<file path="config.mk">
export PLATFORM = sky130hd
export DESIGN_NAME = ladder_switch_decoder_with_hold
export DESIGN_NICKNAME = d
export VERILOG_FILES = /design/src/design/lsd_pkg.sv /design/src/design/ladder_switch_decoder_with_hold.sv /design/src/design/lsd_classify.sv
export SDC_FILE = /design/constraint.sdc
export NUM_CORES = 1
export LEC_CHECK = 0
export BUFFER_PORTS_ARGS = -buffer_cell sky130_fd_sc_hd__buf_2
export CAP_MARGIN = 0
export CORE_MARGIN = 2
export CORE_UTILIZATION = 30
export CTS_CLUSTER_DIAMETER = 120
export DETAILED_ROUTE_END_ITERATION = 6
export GPL_TIMING_DRIVEN = 1
export MAX_ROUTING_LAYER = met4
export PLACE_DENSITY_LB_ADDON = 0.25
export SLEW_MARGIN = 20
export SYNTH_ARGS = -nofsm -noshare
export SYNTH_HDL_FRONTEND = slang
export SYNTH_SLANG_ARGS = --single-unit
</file>
<file path="constraint.sdc">
create_clock -name clk -period 15.35 [get_ports clk]
set_input_delay 3.07 -clock clk [delete_from_list [all_inputs] [get_ports clk]]
set_output_delay 3.07 -clock clk [all_outputs]
set_load 0.05 [all_outputs]
</file>
<file path="src/design/lsd_pkg.sv">
// ----------------------------------------------------------------------------
// lsd_pkg - shared constants for the ladder switch decoder
// Field widths, switch codes and the ladder threshold table.
// ----------------------------------------------------------------------------
`default_nettype none

package lsd_pkg;

	localparam int SAMPLE_BITS_DEF = 10;
	localparam int TIME_BITS_DEF   = 32;

	localparam int CODE_W    = 4;
	localparam int HOLD_MS_W = 16;
	localparam int OUT_W     = 8;
	localparam int THR_W     = 16;
	localparam int NUM_THR   = 8;

	localparam logic [CODE_W-1:0]    CODE_NONE     = 4'd8;
	localparam logic [HOLD_MS_W-1:0] HOLD_MS_RESET = 16'd2000;

	// nominal ladder levels
	localparam int LVL_MUTE   = 91;
	localparam int LVL_BANK   = 168;
	localparam int LVL_MANPGM = 233;
	localparam int LVL_SW1    = 289;
	localparam int LVL_SW2    = 337;
	localparam int LVL_SW3    = 380;
	localparam int LVL_SW4    = 416;
	localparam int LVL_SW5    = 450;
	localparam int LVL_NONE   = 1013;

	// midpoints between adjacent levels
	localparam logic [THR_W-1:0] THRESH [NUM_THR] = '{
		16'((LVL_MUTE + LVL_BANK) / 2),
		16'((LVL_BANK + LVL_MANPGM) / 2),
		16'((LVL_MANPGM + LVL_SW1) / 2),
		16'((LVL_SW1 + LVL_SW2) / 2),
		16'((LVL_SW2 + LVL_SW3) / 2),
		16'((LVL_SW3 + LVL_SW4) / 2),
		16'((LVL_SW4 + LVL_SW5) / 2),
		16'((LVL_SW5 + LVL_NONE) / 2)
	};

endpackage

`default_nettype wire

</file>
<file path="src/design/ladder_switch_decoder_with_hold.sv">
// ----------------------------------------------------------------------------
// ladder_switch_decoder_with_hold - ladder switch decoder with hold events
// Path: an accepted poll passes the input register, then the result register,
//   before its event leaves; polls that cause no event leave no output.
// Throughput: one poll per cycle while the receiver takes events; the state
//   update is a single pass of classify, compare and one TIME_BITS subtract between the two registers.
// Reset (arst_n, async low): stored code none, hold disarmed, change time 0,
//   hold_ms 2000, both stages empty.
// ----------------------------------------------------------------------------
`default_nettype none

module ladder_switch_decoder_with_hold #(
	parameter int SAMPLE_BITS = lsd_pkg::SAMPLE_BITS_DEF,
	parameter int TIME_BITS   = lsd_pkg::TIME_BITS_DEF
) (
	input  wire logic                                 clk,
	input  wire logic                                 arst_n,
	// hold_ms register write
	input  wire logic                                 cfg_valid,
	output logic                                      cfg_ready,
	input  wire logic [lsd_pkg::HOLD_MS_W-1:0]        cfg_data,
	// poll in: first_sample, second_sample, now_ms (low bit up), zero pad
	input  wire logic                                 s_tvalid,
	output logic                                      s_tready,
	input  wire logic [((2*SAMPLE_BITS+TIME_BITS+7)/8)*8-1:0] s_tdata,
	// event out: tdata = switch_code, zero pad; tuser = is_hold
	output logic                                      m_tvalid,
	input  wire logic                                 m_tready,
	output logic [lsd_pkg::OUT_W-1:0]                 m_tdata,
	output logic [0:0]                                m_tuser
);
	import lsd_pkg::*;

	localparam int A_LO = 0;
	localparam int B_LO = SAMPLE_BITS;
	localparam int T_LO = 2 * SAMPLE_BITS;

	logic [HOLD_MS_W-1:0]   hold_ms_q;
	logic [CODE_W-1:0]      stored_code_q;
	logic                   hold_armed_q;
	logic [TIME_BITS-1:0]   change_time_q;

	logic                   valid_s1;
	logic [SAMPLE_BITS-1:0] sample_a_s1;
	logic [SAMPLE_BITS-1:0] sample_b_s1;
	logic [TIME_BITS-1:0]   now_s1;

	logic                   out_valid_q;
	logic [CODE_W-1:0]      out_code_q;
	logic                   out_hold_q;

	logic [CODE_W-1:0]      code_a;
	logic [CODE_W-1:0]      code_b;
	logic [TIME_BITS-1:0]   elapsed;
	logic                   advance;
	logic                   res_valid;
	logic                   res_hold;
	logic [CODE_W-1:0]      res_code;
	logic                   upd_change;
	logic                   upd_disarm;

	lsd_classify #(.SAMPLE_BITS(SAMPLE_BITS)) u_cls_a (
		.sample (sample_a_s1),
		.code   (code_a)
	);

	lsd_classify #(.SAMPLE_BITS(SAMPLE_BITS)) u_cls_b (
		.sample (sample_b_s1),
		.code   (code_b)
	);

	assign cfg_ready = 1'b1;

	// stage 1 retires when the result register is free or being drained
	assign advance  = valid_s1 && (!out_valid_q || m_tready);
	assign s_tready = !valid_s1 || advance;

	assign elapsed = now_s1 - change_time_q;

	always_comb begin
		res_valid  = 1'b0;
		res_hold   = 1'b0;
		res_code   = stored_code_q;
		upd_change = 1'b0;
		upd_disarm = 1'b0;
		if (code_a != stored_code_q) begin
			if (code_a == code_b) begin
				res_valid  = 1'b1;
				res_code   = code_a;
				upd_change = 1'b1;
			end
		end else if (hold_armed_q && (TIME_BITS'(hold_ms_q) < elapsed)) begin
			res_valid  = 1'b1;
			res_hold   = 1'b1;
			upd_disarm = 1'b1;
		end
	end

	always_ff @(posedge clk or negedge arst_n) begin
		if (!arst_n) begin
			hold_ms_q <= HOLD_MS_RESET;
		end else if (cfg_valid && cfg_ready) begin
			hold_ms_q <= cfg_data;
		end
	end

	always_ff @(posedge clk or negedge arst_n) begin
		if (!arst_n) begin
			stored_code_q <= CODE_NONE;
			hold_armed_q  <= 1'b0;
			change_time_q <= '0;
		end else if (advance) begin
			if (upd_change) begin
				stored_code_q <= code_a;
				hold_armed_q  <= 1'b1;
				change_time_q <= now_s1;
			end else if (upd_disarm) begin
				hold_armed_q  <= 1'b0;
			end
		end
	end

	always_ff @(posedge clk or negedge arst_n) begin
		if (!arst_n) begin
			valid_s1 <= 1'b0;
		end else if (s_tready) begin
			valid_s1 <= s_tvalid;
		end
	end

	always_ff @(posedge clk) begin
		if (s_tvalid && s_tready) begin
			sample_a_s1 <= s_tdata[A_LO +: SAMPLE_BITS];
			sample_b_s1 <= s_tdata[B_LO +: SAMPLE_BITS];
			now_s1      <= s_tdata[T_LO +: TIME_BITS];
		end
	end

	always_ff @(posedge clk or negedge arst_n) begin
		if (!arst_n) begin
			out_valid_q <= 1'b0;
		end else if (advance) begin
			out_valid_q <= res_valid;
		end else if (m_tready) begin
			out_valid_q <= 1'b0;
		end
	end

	always_ff @(posedge clk) begin
		if (advance) begin
			out_code_q <= res_code;
			out_hold_q <= res_hold;
		end
	end

	assign m_tvalid = out_valid_q;
	assign m_tdata  = OUT_W'(out_code_q);
	assign m_tuser  = out_hold_q;

endmodule

`default_nettype wire

</file>
<file path="src/design/lsd_classify.sv">
// ----------------------------------------------------------------------------
// lsd_classify - ladder sample to switch code
// Counts the thresholds at or below the sample; parallel compares.
// ----------------------------------------------------------------------------
`default_nettype none

module lsd_classify #(
	parameter int SAMPLE_BITS = lsd_pkg::SAMPLE_BITS_DEF
) (
	input  wire logic [SAMPLE_BITS-1:0]    sample,
	output logic      [lsd_pkg::CODE_W-1:0] code
);
	import lsd_pkg::*;

	logic [THR_W-1:0] sample_ext;

	assign sample_ext = THR_W'(sample);

	always_comb begin
		code = '0;
		for (int i = 0; i < NUM_THR; i++) begin
			if (sample_ext >= THRESH[i]) begin
				code = code + CODE_W'(1);
			end
		end
	end

endmodule

`default_nettype wire

</file>
== Word-level counts from Yosys, hierarchy flattened ==
Cells that the tools add are included.

* Register bits after elaboration: 112
* Input bits: 77
* Output and inout port bits: 12
* Logic and storage cells: 83

* Add/sub/neg operators: 15
* Order comparisons: 17
* Equality and inequality tests: 2
* Mux-type cells: 27
* Reductions and logical operators: 11

{| class="wikitable"
|+ Operator list
! cell !! count
|-
| 10-bit by 9-bit greater-or-equal comparator with 1-bit output, second input constant || 10
|-
| 4-bit 2-to-1 mux || 16
|-
| 4-bit by 1-bit adder with 4-bit output, second input constant || 12
|-
| 10-bit by 8-bit greater-or-equal comparator with 1-bit output, second input constant || 4
|-
| 16-bit by 32-bit less-than comparator with 1-bit output || 1
|-
| 32-bit subtractor || 1
|-
| 10-bit greater-or-equal comparator, second input constant || 2
|-
| 1-bit 2-to-1 mux || 11
|-
| 1-bit by 1-bit adder with 2-bit output, second input constant || 2
|-
| 4-bit == test || 1
|-
| 4-bit inequality test || 1
|-
| 2-bit AND reduction || 2
|-
| 2-bit nonzero test || 2
|-
| 1-bit logical AND || 3
|-
| 1-bit zero test || 2
|-
| 1-bit logical OR || 2
|}

== Longest topological paths before layout ==
Gate-level depths: netlist of run 1.

* Depth in word-level cells: 21
* Gate-level depth with buffers: 28
* Gate-level depth less buffers: 26

== Modules after synthesis ==
Synthesis of run 1 repeated with hierarchy kept, for this count alone.

* Cells, all modules: 792
* Area total of the unflattened synthesis: 7946.4 µm²

{| class="wikitable"
|+ Modules (own cells, without submodules)
! module !! instances !! cells an instance !! area each (µm²) !! seq. area each (µm²)
|-
| ladder_switch_decoder_with_hold || 1 || 580 || 6303.5 || 3096.7
|-
| lsd_classify at u_cls_b || 1 || 102 || 832.0 || 0.0
|-
| lsd_classify at u_cls_a || 1 || 110 || 810.8 || 0.0
|}

== Worst setup path before layout of run 1 ==
OpenSTA, ideal clock, no wires.

* Path type: input port to output port
* Start point: in m_tready
* End point: out s_tready
* Arrival: 3.605 ns
* Data required time: 12.280 ns
* Slack: 8.675 ns
* Cell stages on the path: 2
* Path buffers: 0
* Path through: nor2b_1 -> nand2_1

* Longest elaborated chain between the ends: 3

{| class="wikitable"
|+ Ends and longest elaborated chain
! element !! line !! text
|-
| start, declared || ladder_switch_decoder_with_hold.sv:28 || <nowiki>input wire logic m_tready,</nowiki>
|-
| 1-bit logical OR || ladder_switch_decoder_with_hold.sv:75 || <nowiki>assign advance = valid_s1 && (!out_valid_q || m_tready);</nowiki>
|-
| 1-bit logical AND || ladder_switch_decoder_with_hold.sv:75 ||
|-
| 1-bit logical OR || ladder_switch_decoder_with_hold.sv:76 || <nowiki>assign s_tready = !valid_s1 || advance;</nowiki>
|-
| end, declared || ladder_switch_decoder_with_hold.sv:24 || <nowiki>output logic s_tready,</nowiki>
|}

No other way between the ends.

== Worst setup path after layout of run 1 ==
* Start point: reg sample_a_s1[2]
* End point: reg change_time_q[0]

* Longest elaborated chain between the ends: 20

{| class="wikitable"
|+ Ends and longest elaborated chain
! element !! line !! text
|-
| start, declared || ladder_switch_decoder_with_hold.sv:44 || <nowiki>logic [SAMPLE_BITS-1:0] sample_a_s1;</nowiki>
|-
| start signal, assigned || ladder_switch_decoder_with_hold.sv:133 || <nowiki>sample_a_s1 <= s_tdata[A_LO +: SAMPLE_BITS];</nowiki>
|-
| 10-bit by 8-bit greater-or-equal comparator with 1-bit output || lsd_classify.sv:22 || <nowiki>if (sample_ext >= THRESH[i]) begin</nowiki>
|-
| 1-bit 2-to-1 mux || lsd_classify.sv:22 ||
|-
| 1-bit by 1-bit adder with 2-bit output || lsd_classify.sv:23 || <nowiki>code = code + CODE_W'(1);</nowiki>
|-
| 4-bit 2-to-1 mux || lsd_classify.sv:22 ||
|-
| 4-bit by 1-bit adder with 4-bit output || lsd_classify.sv:23 ||
|-
| 4-bit 2-to-1 mux || lsd_classify.sv:22 ||
|-
| 4-bit by 1-bit adder with 4-bit output || lsd_classify.sv:23 ||
|-
| 4-bit 2-to-1 mux || lsd_classify.sv:22 ||
|-
| [4 not listed] || - ||
|-
| 4-bit by 1-bit adder with 4-bit output || lsd_classify.sv:23 ||
|-
| 4-bit 2-to-1 mux || lsd_classify.sv:22 ||
|-
| 4-bit by 1-bit adder with 4-bit output || lsd_classify.sv:23 ||
|-
| 4-bit 2-to-1 mux * || lsd_classify.sv:22 ||
|-
| 4-bit == test || ladder_switch_decoder_with_hold.sv:87 || <nowiki>if (code_a == code_b) begin</nowiki>
|-
| 1-bit 2-to-1 mux || ladder_switch_decoder_with_hold.sv:87 ||
|-
| 1-bit 2-to-1 mux * || ladder_switch_decoder_with_hold.sv:86 || <nowiki>if (code_a != stored_code_q) begin</nowiki>
|-
| 2-bit AND reduction (no source line) * || - ||
|-
| end signal, assigned || ladder_switch_decoder_with_hold.sv:116 || <nowiki>change_time_q <= now_s1;</nowiki>
|-
| end, declared || ladder_switch_decoder_with_hold.sv:41 || <nowiki>logic [TIME_BITS-1:0] change_time_q;</nowiki>
|}

Mark *: on every way between the ends. The rest lies on a longest branch, timed or not.
A chain may end at the register's enable or synchronous reset.

==> out/metrics.yaml, run 1 <==
run_status:
  outcome: "finished clean"
floorplanning:
  ios: 89
  die_w_um: 168
  dieHeight_um: 168
  start_util_pct: 30.4
  core_area_um2: 26700
  num_rows: 60
  dieArea_um2: 28400
run:
  maxCapViolations: 0
sta:
  setup_tns_ns: 0
  max-slew-margin-rel_pct: 41.9
  drv_slew: 0
  timing.fmax_mhz: 135
  rsz0062_at_grt: "no"
  worst_clock_skew_ns: 0.0135
  setup_viol: 0
  worst_slew_pin_slew_ns: 0.860
  period_needed_ns: 7.42
  hold_violations: 0
  period_share_pct: 48.4
drt:
  antenna_left: 0
  vias_per_cell: 4.98
  avgRoutedWirePerCell_um: 14.7
  firstDrtPassIters: 4
  drtIter0Drc: 329
  routed_wl_um: 17300
  drc: 0
  vias: 5872
clock_network:
  post-cts-setup-buffers: 0
  ctsHtreeMaxLevel: 3
  clk_pin_slew_ns: 0.07
  cts_tree: "built"
  clk_latency_ns: 0.36
  cts.sinks: 112
  cts_buffer_depth: 2
  cts_resized: 0
  postCtsHoldBufs: 0
  numCtsBuffers: 9
  clockRootBuffer: "clkbuf_16"
synthesis:
  syn_area_um2: 8110
  synth_edf_count: 57
  synth-main-ff-cell: "edfxtp_1"
  syn_area_per_cell_um2: 10.7
  synth_area_leaders: "edfxtp_1 (21%), dfrtp_1 (15%), ha_1 (9.3%)"
  synth_top_area_share_pct: 21.1
  yosysSeqAreaShare_pct: 38.2
  ys_async_sr_fraction_pct: 49.1
  yosysTopAreaCell: "edfxtp_1"
  synth-seq-cells: 112
  syn_inst: 761
  yosysWarnings: 0
  synth_cell_types: 86
pwr:
  clkPwrFrac_pct: 16.5
  p_int_mw: 0.961
  p_total_mw: 1.58
  swShare_pct: 39.1
  power_density_nw_per_um2: 173
  power_frac_comb_pct: 56.2
  power.switching_mw: 0.617
  power_frac_seq_pct: 27.4
  p_leak_nw: 4.00
  vdd_drop_max_mv: 0.0679
placed_design:
  io_buffers: 79
  place_congestion: 0.827
  dp.final_hpwl_um: 13100
hold_path:
  worstHoldPathType: "reg -> reg"
critical_path:
  path_max_fanout: 32
  arrival_ns: 7.67
  endpoint_kind: "flip-flop"
  cp.required_ns: 15.60
  critPathKind: "reg -> reg"
  cp-start-kind: "flip-flop"
global_route:
  grt_use_total_pct: 13.0
  grt_pass1_wl_um: 29100
  grt_max_degree: 56
  grt-ovfl-total: 0
  first_global_vias: 5839
  antenna_found_initial: 0
cells_and_area:
  synthToLayoutAreaGrowth_pct: 12.5
  layout.nets: 970
  n_antenna_cell: 0
  drive_gt1_share_pct: 22.5
## final timing paths
| kind | startpoint | slack, ns | cells after the start | endpoint |
|---|---|---|---|---|
| setup / recovery | sample_a_s1[2] | 7.93 | 27 | change_time_q[0] |
| hold / removal | change_time_q[26] | 0.51 | 1 | change_time_q[26] |
| setup reg to reg | sample_a_s1[2] | 7.93 | 27 | change_time_q[0] |
| hold reg to reg | change_time_q[26] | 0.51 | 1 | change_time_q[26] |
| max in group asynchronous | arst_n | 11.98 | 2 | change_time_q[0] |
| min in group asynchronous | arst_n | 2.87 | 2 | change_time_q[19] |
## metrics by stage
step	cells	worst slack, ns	hold slack (ns)	util [%]	instance area, µm²
after floorplan	764	8.68	0.479	-	8120
after global placement	1162	7.85	0.489	32.9	8810
after detailed placement	1162	7.87	0.493	32.9	8810
after CTS	1178	7.84	0.515	34.1	9130
after global routing	1178	7.41	0.523	34.1	9130
final	1178	7.93	0.511	34.1	9130
## final cells by class
| cell class | instances | area [µm²] |
|---|---|---|
| sequential | 112 | 3100 |
| inverter | 57 | 214 |
| fill | 2741 | 17600 |
| clock buffer | 10 | 229 |
| multi-input combinational | 570 | 4650 |
| clock inverter | 6 | 90.1 |
| tap | 341 | 427 |
| timing repair buffer | 82 | 418 |
## state kept, by name, summed over array words and instances (netlist names)
| register | count |
|---|---|
| m_tuser | 1 |
| change_time_q | 32 |
| now_s1 | 32 |
| hold_ms_q | 16 |
| valid_s1 | 1 |
| m_tvalid | 1 |
| stored_code_q | 4 |
| out_code_q | 4 |
| hold_armed_q | 1 |
| sample_b_s1 | 10 |
| sample_a_s1 | 10 |
## layout by cell type (no fill, tap or decap), types with 6 or more instances in the layout
cell / Yosys / routed
a21o_1: 16 / 16
a21oi_1: 45 / 45
a31oi_1: 13 / 13
buf_2: 3 / 79
clkbuf_16: 0 / 9
dfrtp_1: 48 / 48
dfstp_2: 7 / 7
edfxtp_1: 57 / 57
ha_1: 60 / 60
inv_1: 56 / 56
mux2_2: 28 / 28
mux2_4: 27 / 27
mux2i_1: 7 / 7
nand2_1: 45 / 45
nand2b_1: 7 / 7
nand3_1: 12 / 12
nand4_1: 11 / 11
nor2_1: 34 / 34
nor2b_1: 9 / 9
nor3_1: 18 / 18
nor3b_1: 7 / 7
o211ai_1: 11 / 11
o21a_1: 8 / 8
o21ai_0: 33 / 33
o31ai_1: 7 / 7
or2_2: 6 / 6
or3_1: 6 / 6
xnor2_1: 34 / 34
xnor3_1: 9 / 9
xor2_1: 8 / 8
## routing by layer
metal  vias to the layer above  global-route usage (%)  wire [µm]
met5                         -                       -          0
met4                         0                    4.54        310
met3                        20                    1.65        510
met2                        95                    21.3       8190
met1                      2792                    16.6       8290
li1                       2965                       -          -
## synth_stat cells (7+ instances only)
cell type	count
a21o_1	16
a21oi_1	45
a31oi_1	13
clkbuf_1	10
dfrtp_1	48
dfstp_2	7
edfxtp_1	57
ha_1	60
inv_1	56
mux2_2	28
mux2_4	27
mux2i_1	7
nand2_1	45
nand2b_1	7
nand3_1	12
nand4_1	11
nor2_1	34
nor2b_1	9
nor3_1	18
nor3b_1	7
o211ai_1	11
o21a_1	8
o21ai_0	33
o31ai_1	7
xnor2_1	34
xnor3_1	9
xor2_1	8
## worst max-delay path: stages (launching register included)
cell      delay, ns
edfxtp_1       0.45
or3_1          0.44
o31ai_1        0.25
and2_1         0.18
inv_1          0.05
ha_1           0.31
xnor2_2        0.36
clkinv_1       0.33
xnor2_1        0.21
nor3_1         0.20
nor2_1         0.07
ha_1           0.29
nand2_1        0.06
o211a_1        0.23
xnor2_1        0.08
mux2_2         0.27
ha_1           0.32
mux2_2         0.28
ha_1           0.19
nand3_1        0.18
xnor3_1        0.34
xnor3_1        0.23
nand2_1        0.08
or2_2          0.31
o221a_1        0.28
o211ai_4       0.31
buf_4          0.57
mux2_2         0.40
## logic make-up after synthesis
kind of cell	count (synthesis)	synth area share [%]
mux	62	9.75
fa+ha+maj	61	9.50
other cells	2	0.0926
xor+xnor	57	8.51
simple gates	190	12.7
flops	112	38.2
compound gates	195	16.6
buf+inv	82	4.66
## power by group through the flow
stage / clock network (mW) / logic (mW) / registers (mW)
final: 0.260 / 0.886 / 0.432
after global routing: 0.279 / 1.00 / 0.442
after CTS: 0.270 / 0.893 / 0.433
after detailed placement: 0 / 0.887 / 0.439
after global placement: 0 / 0.880 / 0.439
after floorplan: 0 / 0.713 / 0.447
No activity file was read; power rests on OpenSTA's default activity.
==> run 2: changes to the inputs <==
- clock period: 15.35 -> 7 ns (I/O delays scaled with it)
==> run 2 against run 1 <==
Against the previous run:
- first-iteration DRC count fell by 14%
- count of clock-buffer cells in the layout did not move
- via count is 0.39% higher
- power rose by 120%
- register-to-register slack worse by 7.4 ns
- combinational power grew 120%
- final cell count is 1.0% higher
- critical endpoint is now change_time_q[4]
- largest power group unchanged
==> out/metrics.yaml, run 2 (same netlist as run 1, synthesis figures left out) <==
global_route:
  busiest_layer: "met2"  # unchanged
  met2_usage_pct: 22.2  # was 21.3%
  grt_use_total_pct: 13.4  # was 13.0%
  first_global_vias: 5905  # was 5839
  grt_pass1_wl_um: 29900  # was 29100 µm
  grt-ovfl-total: 0  # unchanged
  use_met3_pct: 2.05  # was 1.65%
  grt_max_degree: 56  # unchanged
  antenna_found_initial: 0  # unchanged
  grt.met1_usage_pct: 17.3  # was 16.6%
pwr:
  p_int_mw: 2.12  # was 0.961 mW
  vdd_drop_max_mv: 0.131  # was 0.0679 mV
  power.switching_mw: 1.38  # was 0.617 mW
  power_frac_seq_pct: 27.1  # was 27.4%
  power_frac_comb_pct: 56.8  # was 56.2%
  clkPwrFrac_pct: 16.1  # was 16.5%
  swShare_pct: 39.4  # was 39.1%
  p_leak_nw: 4.07  # was 4.00 nW
  power_density_nw_per_um2: 378  # was 173 nW/µm²
sta:
  period_needed_ns: 6.48  # was 7.42 ns
  worst_slew_pin_slew_ns: 0.845  # was 0.860 ns
  worst_slack_ns: 0.521  # was 7.93 ns
  drv_slew: 0  # unchanged
  rsz0062_at_grt: "no"  # unchanged
  max-slew-margin-rel_pct: 42.9  # was 41.9%
  setup_tns_ns: 0  # unchanged
  setup_viol: 0  # unchanged
  timing.fmax_mhz: 154  # was 135 MHz
  hold_violations: 0  # unchanged
  worst_clock_skew_ns: 0.00741  # was 0.0135 ns
  period_share_pct: 92.6  # was 48.4%
  holdWs_ns: 0.510  # was 0.511 ns
clock_network:
  ctsHtreeMaxLevel: 3  # unchanged
  cts.sinks: 112  # unchanged
  clockRootBuffer: "clkbuf_16"  # unchanged
  clk_latency_ns: 0.36  # about the same
  numCtsBuffers: 9  # unchanged
  clk_pin_slew_ns: 0.08  # was 0.07 ns
  cts_tree: "built"  # unchanged
  postCtsHoldBufs: 0  # unchanged
  cts_buffer_depth: 2  # unchanged
drt:
  routed_wl_um: 17700  # was 17300 µm
  vias_per_cell: 4.95  # was 4.98
  vias: 5895  # was 5872
  drtIter0Drc: 284  # was 329
  drc: 0  # unchanged
  firstDrtPassIters: 5  # was 4
  antenna_left: 0  # unchanged
  avgRoutedWirePerCell_um: 14.8  # was 14.7 µm
floorplanning:
  dieHeight_um: 168  # unchanged
  die_w_um: 168  # unchanged
  core_area_um2: 26700  # unchanged
  num_rows: 60  # unchanged
  start_util_pct: 30.4  # unchanged
  dieArea_um2: 28400  # unchanged
  ios: 89  # unchanged
cells_and_area:
  n_antenna_cell: 0  # unchanged
  top_regs: "change_time_q x32, now_s1 x32, hold_ms_q x16"  # unchanged
  fillers: 2700  # was 2741
  mostFrequentLayoutCells: "buf_2 (79), ha_1 (60), edfxtp_1 (57)"  # unchanged
  drive_gt1_share_pct: 23.8  # was 22.5%
  finalNonFillerCells: 1190  # was 1178
  final_common_cell: "buf_2"  # unchanged
  synthToLayoutAreaGrowth_pct: 14.0  # was 12.5%
  layout.nets: 982  # was 970
run:
  maxCapViolations: 0  # unchanged
critical_path:
  path_max_fanout: 18  # was 32
  critPathKind: "reg -> reg"  # unchanged
  cp.required_ns: 7.25  # was 15.60 ns
  cp-start-kind: "flip-flop"  # unchanged
  endpoint_kind: "flip-flop"  # unchanged
  arrival_ns: 6.73  # was 7.67 ns
placed_design:
  place_inst: 1172  # was 1162
  place_congestion: 0.814  # was 0.827
  post-place-ws_ns: 0.177  # was 7.87 ns
  io_buffers: 79  # unchanged
  dp.final_hpwl_um: 13400  # was 13100 µm
hold_path:
  worstHoldPathType: "reg -> reg"  # unchanged
run_status:
  outcome: "finished clean"  # unchanged
## run 2: per-layer routing
layer / vias to the layer above / part of all wire [%]
met5: - / 0
met4: 0 / 1.1
met3: 13 / 2.5
met2: 75 / 48
met1: 2814 / 49
li1: 2993 / -
## run 2: area by class of cell
cell class                      instances  area (µm²)  area share [%]
Sequential cell                       112        3100            33.5
Multi-Input combinational cell        570        4670            50.4
Inverter                               57         214            2.31
Timing Repair Buffer                   94         528            5.71
Clock buffer                           10         250            2.70
Tap cell                              341         427            4.61
Clock inverter                          6        70.1           0.757
## run 2: final timing paths
path,start,cells past startpoint,to,slack [ns]
max,sample_a_s1[2],27,change_time_q[4],0.52
min,change_time_q[5],1,change_time_q[5],0.51
max reg2reg,sample_a_s1[2],27,change_time_q[4],0.52
min reg2reg,change_time_q[5],1,change_time_q[5],0.51
max in group asynchronous,arst_n,2,change_time_q[0],5.29
min in group asynchronous,arst_n,2,change_time_q[19],1.20
## run 2: through the flow
| stage | power (mW) | utilization (%) | cell area (µm²) |
|---|---|---|---|
| after floorplan | 2.54 | - | 8120 |
| after global placement | 2.92 | 33.3 | 8890 |
| after detailed placement | 2.94 | 33.3 | 8890 |
| after CTS | 3.53 | 34.5 | 9210 |
| after global routing | 3.82 | 34.6 | 9250 |
| final | 3.49 | 34.6 | 9250 |
## run 2: power by group through the flow
| stage | sequential (mW) | clock, mW | combinational, mW |
|---|---|---|---|
| after detailed placement | 0.962 | 0 | 1.98 |
| after global placement | 0.961 | 0 | 1.95 |
| after CTS | 0.949 | 0.588 | 1.99 |
| final | 0.948 | 0.563 | 1.98 |
| after floorplan | 0.981 | 0 | 1.56 |
| after global routing | 0.968 | 0.616 | 2.24 |
## run 2: timing repair
action	4_1_cts	5_1_grt
endpoints found under the setup margin	0	39
gates resized for setup	0	4
setup buffers	0	2
hold endpoints to repair	0	0
## run 2: critical path, cell delays in order (launching register included)
cell and delay, ns:
edfxtp_1 0.42, or3_1 0.43, o31ai_1 0.23, and2_1 0.18, inv_1 0.05, ha_1 0.35
xnor2_4 0.21, clkinv_1 0.13, xnor2_1 0.15, nor3_2 0.17, nor2_1 0.06, ha_1 0.28
nand2_1 0.06, o211a_1 0.24, xnor2_1 0.08, mux2_2 0.27, ha_1 0.32, mux2_2 0.28
ha_1 0.20, nand3_1 0.18, xnor3_1 0.35, xnor3_1 0.23, nand2_1 0.07, or2_2 0.30
o221a_1 0.28, o211ai_4 0.27, buf_12 0.23, mux2_2 0.35
==> run 3: changes to the inputs <==
==> constraint.sdc (replaced) <==
create_clock -name clk -period 7 [get_ports clk]
set_input_delay 0.7 -clock clk [delete_from_list [all_inputs] [get_ports clk]]
set_output_delay 0.7 -clock clk [all_outputs]
set_load 0.05 [all_outputs]
==> run 3 against run 2 <==
Against the previous run:
- clock skew up 0.0014 ns
- maximum frequency down 0.82%
- sequential cell count unchanged
- via count shrank 1.3%
- largest cell class unchanged
- register-to-register slack lost 0.05 ns
==> out/metrics.yaml, run 3 (same netlist as run 1, synthesis figures left out) <==
sta:
  period_share_pct: 93.3  # was 92.6%
  worst_clock_skew_ns: 0.00883  # was 0.00741 ns
  setup_viol: 0  # unchanged
  hold_violations: 0  # unchanged
  timing.fmax_mhz: 153  # was 154 MHz
  holdWs_ns: 0.499  # was 0.510 ns
  setup_tns_ns: 0  # unchanged
  period_needed_ns: 6.53  # was 6.48 ns
  worst_slack_ns: 0.468  # was 0.521 ns
  rsz0062_at_grt: "no"  # unchanged
  worst_slew_pin_slew_ns: 0.819  # was 0.845 ns
  max-slew-margin-rel_pct: 44.7  # was 42.9%
  drv_slew: 0  # unchanged
placed_design:
  place_inst: 1170  # was 1172
  dp.final_hpwl_um: 13200  # was 13400 µm
  place_congestion: 0.834  # was 0.814
  placed_area_um2: 8880  # was 8890 µm²
  post-place-ws_ns: 0.174  # was 0.177 ns
  io_buffers: 79  # unchanged
critical_path:
  cp-start-kind: "flip-flop"  # unchanged
  cp.required_ns: 7.24  # was 7.25 ns
  crit_buf_inv: 3  # unchanged
  path_common_cell: "ha_1"  # unchanged
  path_max_fanout: 15  # was 18
  crit_family: "simple AND/OR/NAND/NOR gates"  # unchanged
  critPathKind: "reg -> reg"  # unchanged
  cpMaxStageDelayCell: "edfxtp_1"  # was or3_1
  endpoint_kind: "flip-flop"  # unchanged
  arrival_ns: 6.77  # was 6.73 ns
  slowest_delay_ns: 0.45  # was 0.43 ns
clock_network:
  clk_pin_slew_ns: 0.08  # about the same
  numCtsBuffers: 9  # unchanged
  cts_buffer_depth: 2  # unchanged
  clockRootBuffer: "clkbuf_16"  # unchanged
  cts_tree: "built"  # unchanged
  ctsHtreeMaxLevel: 3  # unchanged
  clk_latency_ns: 0.36  # about the same
  cts.sinks: 112  # unchanged
cells_and_area:
  n_antenna_cell: 0  # unchanged
  mostFrequentLayoutCells: "buf_2 (79), ha_1 (60), edfxtp_1 (57)"  # unchanged
  fin_area_um2: 9180  # was 9250 µm²
  final_common_cell: "buf_2"  # unchanged
  final_util_pct: 34.3  # was 34.6%
  synthToLayoutAreaGrowth_pct: 13.2  # was 14.0%
  drive_gt1_share_pct: 23.2  # was 23.8%
  fillers: 2736  # was 2700
  top_regs: "change_time_q x32, now_s1 x32, hold_ms_q x16"  # unchanged
  layout.nets: 979  # was 982
  finalNonFillerCells: 1187  # was 1190
floorplanning:
  dieHeight_um: 168  # unchanged
  die_w_um: 168  # unchanged
  core_area_um2: 26700  # unchanged
  num_rows: 60  # unchanged
  ios: 89  # unchanged
  dieArea_um2: 28400  # unchanged
  start_util_pct: 30.4  # unchanged
drt:
  drc: 0  # unchanged
  avgRoutedWirePerCell_um: 14.7  # was 14.8 µm
  routed_wl_um: 17500  # was 17700 µm
  antenna_left: 0  # unchanged
  firstDrtPassIters: 4  # was 5
  drtIter0Drc: 261  # was 284
  vias_per_cell: 4.90  # was 4.95
  vias: 5818  # was 5895
pwr:
  power_density_nw_per_um2: 373  # was 378 nW/µm²
  vdd_drop_max_mv: 0.121  # was 0.131 mV
  p_total_mw: 3.42  # was 3.49 mW
  p_leak_nw: 4.03  # was 4.07 nW
global_route:
  first_global_vias: 5802  # was 5905
  grt_max_degree: 56  # unchanged
  grt_pass1_wl_um: 29100  # was 29900 µm
  antenna_found_initial: 0  # unchanged
  grt-ovfl-total: 0  # unchanged
  grt_use_total_pct: 13.0  # was 13.4%
run:
  maxCapViolations: 0  # unchanged
hold_path:
  worstHoldPathType: "in -> async"  # was reg -> reg
run_status:
  outcome: "finished clean"  # unchanged
## run 3: cell types whose count changed in the layout (fill, tap and decap cells not counted), sizes merged
cell,delta
clkinv,-1
clkinvlp,+2
buf,-3
inv,-2
bufinv,-1
clkbuf,+2
## run 3: path summary, 6_finish.rpt
check	from	endpoint	slack (ns)	cells past startpoint
min reg2reg	change_time_q[6]	change_time_q[6]	0.51	1
max	sample_a_s1[2]	change_time_q[31]	0.47	27
max reg2reg	sample_a_s1[2]	change_time_q[31]	0.47	27
max in group asynchronous	arst_n	hold_ms_q[2]	5.99	2
min	arst_n	change_time_q[24]	0.50	2
min in group clk	change_time_q[6]	change_time_q[6]	0.51	1
## run 3: metal layers
layer | vias up | part of all wire (%) | GRT usage (%) | routed length (µm)
met2 | 82 | 46 | 20.8 | 8070
met1 | 2742 | 50 | 17.3 | 8740
li1 | 2979 | - | - | -
met5 | - | 0 | - | 0
met4 | 0 | 1.1 | 3.19 | 187
met3 | 15 | 2.7 | 2.16 | 473
## run 3: final cells by class
class                      count  area (µm²)  share of cell area [%]
clock buffer                  12         246                    2.69
clock inverter                 4        28.8                   0.313
inverter                      57         214                    2.33
multi-input combinational    570        4660                    50.8
sequential                   112        3100                    33.7
tap                          341         427                    4.65
timing repair buffer          91         505                    5.51
## run 3: repair_timing
action	4_1_cts	5_1_grt
hold buffers	0	0
gates resized for setup	0	3
buffers inserted	0	1
endpoints found under the setup margin	0	37
## run 3: where the power goes
| part | internal (mW) | switching, mW |
|---|---|---|
| registers | 0.861 | 0.0871 |
| clock network | 0.253 | 0.244 |
| logic | 0.951 | 1.03 |
